$ cat src/pgm_stream_histogram_macros.svh
// assertion macros shared by the histogram rtl
`ifndef PGM_STREAM_HISTOGRAM_MACROS_SVH
`define PGM_STREAM_HISTOGRAM_MACROS_SVH

// property holds at every clock edge outside reset
`define PGM_ASSERT(lbl, clk, rst_n, prop, msg) \
  lbl: assert property (@(posedge clk) disable iff (!rst_n) prop) else $error(msg);

// consequent holds in the cycle after the antecedent
`define PGM_ASSERT_NEXT(lbl, clk, rst_n, ante, cons, msg) \
  lbl: assert property (@(posedge clk) disable iff (!rst_n) (ante) |=> (cons)) \
    else $error(msg);

`endif

$ cat src/pgm_hist_pkg.sv
// types, constants and helpers for the pgm histogram block
package pgm_hist_pkg;

  localparam int NUM_BINS    = 256;
  localparam int BIN_AW      = $clog2(NUM_BINS);
  localparam int MAXVAL_SKIP = 4;
  localparam int DIM_W       = 16;
  localparam int COUNT_W     = 32;
  localparam int OUT_W       = 72;

  localparam logic [7:0] MAGIC_P    = 8'h50;
  localparam logic [7:0] MAGIC_5    = 8'h35;
  localparam logic [7:0] CH_SPACE   = 8'h20;
  localparam logic [7:0] CH_NEWLINE = 8'h0A;
  localparam logic [7:0] CH_DIGIT0  = 8'h30;
  localparam logic [7:0] CH_DIGIT9  = 8'h39;

  typedef enum logic [1:0] {
    KIND_BYTE  = 2'd0,
    KIND_READ  = 2'd1,
    KIND_CLEAR = 2'd2
  } kind_t;

  typedef enum logic [1:0] {
    ST_HEADER   = 2'd0,
    ST_COUNTING = 2'd1,
    ST_DONE     = 2'd2,
    ST_BAD      = 2'd3
  } status_t;

  // header parser result for the item being accepted
  typedef struct packed {
    logic               count_en;
    status_t            status;
    logic [DIM_W-1:0]   width;
    logic [DIM_W-1:0]   height;
  } parse_res_t;

  // decimal digit accumulate, saturating at the dimension maximum
  function automatic logic [DIM_W-1:0] add_digit(input logic [DIM_W-1:0] acc,
                                                 input logic [7:0] b);
    logic [DIM_W+3:0] v;
    v = (DIM_W+4)'(acc) * (DIM_W+4)'(10) + (DIM_W+4)'(b[3:0]);
    return (v > (DIM_W+4)'({DIM_W{1'b1}})) ? {DIM_W{1'b1}} : v[DIM_W-1:0];
  endfunction

endpackage

$ cat src/pgm_hist_parse.sv
// p5 header parser and pixel down-counter
module pgm_hist_parse (
  input  logic                    clk,
  input  logic                    rst_n,
  input  logic                    item_fire,
  input  logic [1:0]              item_kind,
  input  logic [7:0]              item_value,
  output pgm_hist_pkg::parse_res_t res
);
  import pgm_hist_pkg::*;

  typedef enum logic [7:0] {
    PH_MAGIC0 = 8'b0000_0001,
    PH_MAGIC1 = 8'b0000_0010,
    PH_SEP    = 8'b0000_0100,
    PH_WIDTH  = 8'b0000_1000,
    PH_HEIGHT = 8'b0001_0000,
    PH_MAXVAL = 8'b0010_0000,
    PH_COUNT  = 8'b0100_0000,
    PH_BAD    = 8'b1000_0000
  } phase_t;

  localparam logic [2:0] SKIP_INIT = 3'(MAXVAL_SKIP);

  phase_t               phase_r,  phase_nxt;
  logic [2:0]           skip_r,   skip_nxt;
  logic [DIM_W-1:0]     width_r,  width_nxt;
  logic [DIM_W-1:0]     height_r, height_nxt;
  logic [COUNT_W-1:0]   pixels_r, pixels_nxt;
  logic                 count_en;
  logic                 is_digit;

  assign is_digit = (item_value >= CH_DIGIT0) && (item_value <= CH_DIGIT9);

  always_comb begin
    logic [2:0] skip_dec;
    phase_nxt  = phase_r;
    skip_nxt   = skip_r;
    width_nxt  = width_r;
    height_nxt = height_r;
    pixels_nxt = pixels_r;
    count_en   = 1'b0;
    skip_dec   = (skip_r != 3'd0) ? skip_r - 3'd1 : skip_r;
    if (item_fire) begin
      priority if (item_kind == KIND_CLEAR) begin
        phase_nxt  = PH_MAGIC0;
        skip_nxt   = '0;
        width_nxt  = '0;
        height_nxt = '0;
        pixels_nxt = '0;
      end else if (item_kind == KIND_BYTE) begin
        unique case (phase_r)
          PH_MAGIC0: phase_nxt = (item_value == MAGIC_P) ? PH_MAGIC1 : PH_BAD;
          PH_MAGIC1: phase_nxt = (item_value == MAGIC_5) ? PH_SEP : PH_BAD;
          PH_SEP:    phase_nxt = PH_WIDTH;
          PH_WIDTH: begin
            if (item_value == CH_SPACE) begin
              phase_nxt = PH_HEIGHT;
            end else if (is_digit) begin
              width_nxt = add_digit(width_r, item_value);
            end
          end
          PH_HEIGHT: begin
            if (item_value == CH_NEWLINE) begin
              phase_nxt  = (SKIP_INIT == 3'd0) ? PH_COUNT : PH_MAXVAL;
              skip_nxt   = SKIP_INIT;
              pixels_nxt = COUNT_W'(width_r) * COUNT_W'(height_r);
            end else if (is_digit) begin
              height_nxt = add_digit(height_r, item_value);
            end
          end
          PH_MAXVAL: begin
            skip_nxt = skip_dec;
            if (skip_dec == 3'd0) begin
              phase_nxt = PH_COUNT;
            end
          end
          PH_COUNT: begin
            if (pixels_r != '0) begin
              count_en   = 1'b1;
              pixels_nxt = pixels_r - COUNT_W'(1);
            end
          end
          default: ;
        endcase
      end else begin
        // bin reads and the unused kind leave the parser alone
      end
    end
  end

  always_ff @(posedge clk) begin
    if (!rst_n) begin
      phase_r  <= PH_MAGIC0;
      skip_r   <= '0;
      width_r  <= '0;
      height_r <= '0;
      pixels_r <= '0;
    end else begin
      phase_r  <= phase_nxt;
      skip_r   <= skip_nxt;
      width_r  <= width_nxt;
      height_r <= height_nxt;
      pixels_r <= pixels_nxt;
    end
  end

  always_comb begin
    res.count_en = count_en;
    res.width    = width_nxt;
    res.height   = height_nxt;
    if (phase_nxt == PH_BAD) begin
      res.status = ST_BAD;
    end else if (phase_nxt == PH_COUNT) begin
      res.status = (pixels_nxt != '0) ? ST_COUNTING : ST_DONE;
    end else begin
      res.status = ST_HEADER;
    end
  end

endmodule
$ cat config.mk
export PLATFORM = sky130hd
export DESIGN_NAME = pgm_hist_parse
export DESIGN_NICKNAME = d
export VERILOG_FILES = /design/src/pgm_stream_histogram_macros.svh /design/src/pgm_hist_pkg.sv /design/src/pgm_hist_parse.sv
export SDC_FILE = /design/constraint.sdc
export NUM_CORES = 1
export LEC_CHECK = 0
export BUFFER_PORTS_ARGS = -buffer_cell sky130_fd_sc_hd__buf_2
export CORE_MARGIN = 8
export CORE_UTILIZATION = 30
export CTS_BUF_LIST = sky130_fd_sc_hd__clkbuf_2 sky130_fd_sc_hd__clkbuf_4 sky130_fd_sc_hd__clkbuf_8
export CTS_CLUSTER_SIZE = 16
export DETAILED_ROUTE_END_ITERATION = 12
export GPL_ROUTABILITY_DRIVEN = 0
export PLACE_DENSITY = 0.46
export SYNTH_ARGS = -nofsm -noshare
export SYNTH_HDL_FRONTEND = slang
export SYNTH_SLANG_ARGS = --single-unit
$ cat constraint.sdc
create_clock -name clk -period 8.7 [get_ports clk]
set_clock_uncertainty 0.05 [all_clocks]
set_input_delay 1.74 -clock clk [delete_from_list [all_inputs] [get_ports clk]]
set_output_delay 1.74 -clock clk [all_outputs]
set_load 0.03 [all_outputs]
After elaboration in Yosys (flattened, before gate mapping)

Cells that the tools add are included.
Widths: inputs -> output; s select.

Add/sub/neg operators: 4
Reductions and logical operators: 9
Shifts and indexed selects: 0
Mux-type cells: 42
$lt $le $gt $ge: 4
Multiply operators: 3
Div/mod/pow operators: 0
Eq/ne operators: 15
Bitwise logic cells: 0

Operators with widths:

| cell                  | number |
|---|---|
| $mux 16               | 14 |
| $mux 32               | 5 |
| $mux 8                | 8 |
| $pmux 32 s2           | 1 |
| $reduce_bool 32->1    | 2 |
| $pmux 8 s6            | 1 |
| $add 20x4->20         | 2 |
| $gt 20x16->1 const B  | 2 |
| $mul 16x3->19 const B | 2 |
| $mul 16x16->32        | 1 |
| $sub 32x1->32 const B | 1 |
| $eq 8x6->1 const B    | 3 |
| $eq 8x7->1 const B    | 3 |
| $eq 8x4->1 const B    | 2 |
| $mux 3                | 4 |
| $eq 8x1->1 const B    | 1 |
| $eq 8x2->1 const B    | 1 |
| $eq 8x3->1 const B    | 1 |
| $eq 8x5->1 const B    | 1 |
| $eq 8x8->1 const B    | 1 |
| $ge 8x6->1 const B    | 1 |
| $le 8x6->1 const B    | 1 |
| $mux 2                | 3 |
| $pmux 3 s2            | 1 |
| other kinds (10)      | 15 |

Output and inout bits: 35
Latch bits: 0
Memory bits (read-only): 0
Bits of input ports: 13
Memories kept: 0
Bits in registers: 75
RAM bits: 0

Depth between registers and ports, before layout

Depth after elaboration: 11
Depth in mapped cells: 27
Depth with buffers taken out: 25

Worst setup path before layout

No wires, ideal clock.

Path type: register -> output
Start point: register height_r[8]
End point: output res[33] (netlist name)
Cell stages (with the launch flop): 25
Arrival: 7.277 ns
Slack: -0.367 ns
Path through: dfxtp_1 clkbuf_1 clkbuf_1 nand2_1 fa_1 fa_1 inv_1 fa_1 fa_1 fa_1 inv_1 fa_1 inv_1 ha_1 a21oi_1 o21ai_0 o21ai_0 and3_1 a31oi_1 nor2_1 and4b_2 nand4_1 or4_1 or4_1 o22ai_1

RTL lines:

| item                   | line                  | source |
|---|---|---|
| from (decl)            | pgm_hist_parse.sv:28  | `logic [DIM_W-1:0] height_r, height_nxt;` |
| from (signal assigned) | pgm_hist_parse.sv:103 | `height_r <= height_nxt;` |
| to (decl)              | pgm_hist_parse.sv:8   | `output pgm_hist_pkg::parse_res_t res` |

Worst setup path in the final report

Start point: register height_r[4]
End point: register pixels_r[17]

Longest elaborated chain between the ends: 6

RTL lines:

| item                 | line                  | source |
|---|---|---|
| $mul 16x16->32       | pgm_hist_parse.sv:67  | `pixels_nxt = COUNT_W'(width_r) * COUNT_W'(height_r);` |
| $mux 32              | pgm_hist_parse.sv:64  | `if (item_value == CH_NEWLINE) begin` |
| $pmux 32 s2          | pgm_hist_parse.sv:52  | `unique case (phase_r)` |
| $mux 32              | pgm_hist_parse.sv:51  | `end else if (item_kind == KIND_BYTE) begin` |
| $mux 32              | pgm_hist_parse.sv:45  | `priority if (item_kind == KIND_CLEAR) begin` |
| $mux 32              | pgm_hist_parse.sv:44  | `if (item_fire) begin` |
| to (signal assigned) | pgm_hist_parse.sv:104 | `pixels_r <= pixels_nxt;` |
| to (decl)            | pgm_hist_parse.sv:29  | `logic [COUNT_W-1:0] pixels_r, pixels_nxt;` |

No other way between the ends.
A chain may end at the register's enable or synchronous reset.

==> results.sh <==
export IMPL_crit_slowest_cell="fa_1"
export IMPL_antenna_violating_nets_post_route=0
export IMPL_synth_edf_count=0
export IMPL_power_per_cell_area_nw_per_um2=40.1
export IMPL_cell_accounting_for_the_most_synthesized_area="fa_1"
export IMPL_port_buffers=47
export IMPL_firstDrtPassIters=5
export IMPL_floorplan_die_width_um=249
export IMPL_core_area_sq_um=53800
export IMPL_cp_start_kind="flip-flop"
export IMPL_synth_top_flop_cell="dfxtp_1"
export IMPL_post_synth_cell_area_avg_sq_um=7.80
export IMPL_start_util_pct=30.3
export IMPL_die_height_um=249
export IMPL_violations="setup timing"
export IMPL_leakagePower_uw=0.00937
export IMPL_route_detailed_drc=0
export IMPL_globalRouteTotalUtil_pct=18.5
export IMPL_final_setup_viol_count=3
export IMPL_power_ir_vdd_worst_v=0.0000745
export IMPL_min_delay_start="skip_r[2]"
export IMPL_cell_at_the_root_of_the_clock_tree="clkbuf_8"
export IMPL_ctsLongestPathBuffers=2
export IMPL_drv_cap=0
export IMPL_cts_tree="built"
export IMPL_area_of_the_multi_input_gates_sq_um=13900
export IMPL_hpwlAfterDp_um=47000
export IMPL_global_route_overflow_total=0
export IMPL_rsz0062_at_grt="true"
export IMPL_path_common_cell="buf_4"
export IMPL_synth_compound_area_share_pct=16.5
export IMPL_critical_path_reg2reg_startpoint="height_r[4]"
export IMPL_regToRegEndpoint="pixels_r[17]"
export IMPL_pre_cts_slack_ps=-810
export IMPL_insertion_delay_ps=450
export IMPL_synth_seq_area_share_pct=9.20
export IMPL_run_status="complete, but fails checks"
export IMPL_synth_cell_area_sq_um=16300
export IMPL_synth_distinct_cells=87
export IMPL_synth_top_area_share_pct=24.3
export IMPL_routed_via_count=16049
export IMPL_r2r_slack_ps=-630
export IMPL_synthesis_instances=2092
export IMPL_cts_sink_count=75
export IMPL_ys_async_sr_fraction_pct=0
export IMPL_cp_required_ps=8970
export IMPL_postSynthNetCount=2474
export IMPL_synth_xor_area_share_pct=3.06
export IMPL_timing_max_transition_violations_final=0
export IMPL_critPathKind="reg -> reg"
export IMPL_yosys_warnings=0
export IMPL_detail_route_wl_per_cell_um=19.2
export IMPL_fillerInstances=5621
export IMPL_timing_critical_path_fanout_max=7
export IMPL_upper_clock_frequency_limit_mhz=107
export IMPL_hold_path_end="skip_r[2]"
export IMPL_ys_top_cells_by_area="fa_1, ha_1, dfxtp_1"
export IMPL_pin_count_of_the_biggest_net_entering_global_routing=29
export IMPL_holdPathStages=2
export IMPL_timing_worst_slew_pin_value_ps=1110
export IMPL_placedCellCount=2937
export IMPL_drive_above_1_share_pct=18.9
export IMPL_period_minus_slack_ps=9330
export IMPL_syn2layout_area_growth_pct=21.1
export IMPL_post_route_worst_setup_slack_ps=-626
export IMPL_synth_simple_area_share_pct=25.0
export IMPL_synthMuxAreaShare_pct=0.376
export IMPL_design_die_area_sq_um=62100
export IMPL_detail_route_wirelength_um=57900
export IMPL_path_class_of_the_lowest_slack_min_delay_path="reg -> reg"
export IMPL_post_synth_fa_ha_maj_area_fraction_pct=37.4
export IMPL_cpPeakStageDelay_ps=580
export IMPL_number_of_antenna_violations_at_the_first_check_in_global_routing=0
export IMPL_first_pass_grt_wire_length_um=92700
export IMPL_number_of_clock_buffers_inserted_by_tritoncts=9
export IMPL_layout_cells_non_filler=3015
export IMPL_clock_tree_htree_level_count=3
export IMPL_ys_ff_latch=75
export IMPL_timing_final_crit_share_pct=107
export IMPL_r2r_cells=51
export IMPL_first_iter_violations=1324
export IMPL_combinational_family_with_the_most_area_after_synthesis="adder cells"
export IMPL_slew_headroom_pct=25.6
export IMPL_synthMostInstantiatedCell="inv_1"
export IMPL_nNetsFinal=2695
export IMPL_synth_top_cells_by_count="inv_1, nand2_1, fa_1"
export IMPL_vias_in_the_first_global_route=16209
export IMPL_type_of_destination_of_the_critical_path="flip-flop"
export IMPL_placement_rows=85
export IMPL_ctsHoldBuffers=0
export IMPL_drt_vias_per_instance=5.32
export IMPL_final_seq_area_sq_um=1560
export IMPL_hold_viol_final=0
export IMPL_cts_reportedPaths_clkPinSlew_ps=100
export IMPL_crit_arrival_ps=9600
export IMPL_io_pin_count=48
## what timing repair did
item	4_1_cts	5_1_grt
setup endpoints to repair	2	3
resized for setup	105	28
setup buffers	58	3
pin swaps	53	24
## cells in the final DEF (no fill, tap or decap), drive strengths merged, types with 25 or more instances in the layout
cell type,count
xnor2,30
a21oi,88
fa,198
nand2,252
nor4,26
a21o,25
dfxtp,75
and2,135
nor3,67
inv,273
ha,171
xor2,27
o21ai,112
nand3,40
buf,297
nor2,156
## flip-flops by register name, summed over array words and instances (netlist names)
register / cells
height_r: 16
phase_r: 8
pixels_r: 32
skip_r: 3
width_r: 16
## cells by family after synthesis
group                      after synthesis
adders and majority gates              369
and+or+nand+nor                        810
muxes                                    6
xor gates and xnor gates                57
DFF                                     75
buffers and inverters                  360
AOI/OAI and AO/OA                      415
## cell type report
class	instances	area share, %
antenna	1	0.0127
clock buffer	11	0.766
clock inverter	5	0.418
inverter	273	5.19
multi-input combinational	1657	70.2
sequential	75	7.90
tap	696	4.41
timing repair buffer	297	11.1
## metrics by stage
step	instance area, sq um	TNS [ps]	total power (uW)	utilization [%]	hold slack (ps)
floorplan	16300	-8.56	407	-	399
global placement	18500	-1680	446	34.4	414
detailed placement	18500	-1580	446	34.4	420
CTS	19600	-1510	798	36.5	440
global route	19800	-2300	818	36.7	450
finish	19800	-1600	792	36.7	433
## metal layers
metal / up-vias / GRT usage, % / share of wire [%]
met1: 7855 / 26.1 / 47
met4: 0 / 5.54 / 2.7
met5: - / 0 / 0
met3: 107 / 2.48 / 5.6
li1: 7538 / - / -
met2: 549 / 29.1 / 44
## worst max path at each step
| stage | slack, ps | cells past startpoint | to | from |
|---|---|---|---|---|
| 2_1_floorplan | -8 | 22 | res[32] | height_r[6] |
| 3_3_place_gp | -860 | 24 | res[32] | width_r[6] |
| 3_5_place_dp | -810 | 24 | res[32] | width_r[6] |
| 4_1_cts | -560 | 26 | res[32] | width_r[5] |
| 5_1_grt | -830 | 50 | pixels_r[17] | height_r[6] |
| 6_report | -630 | 51 | pixels_r[17] | height_r[4] |
## where the power goes
part	internal, uW	leakage (uW)	switching [uW]
clock	178	0.000120	174
sequential	341	0.000621	1.79
combinational	27.8	0.00863	69.2
## worst max-delay path: cells and delay by family (launching register included)
| kind | cells | cell delay (ps) |
|---|---|---|
| buffers and inverters | 37 | 4270 |
| adder cells (fa/ha/maj) | 7 | 3410 |
| AO/OA/AOI/OAI | 3 | 670 |
| flip-flops | 1 | 380 |
| AND/OR/NAND/NOR | 3 | 320 |
| XOR/XNOR | 1 | 140 |
(Power assumes the default switching activity.)
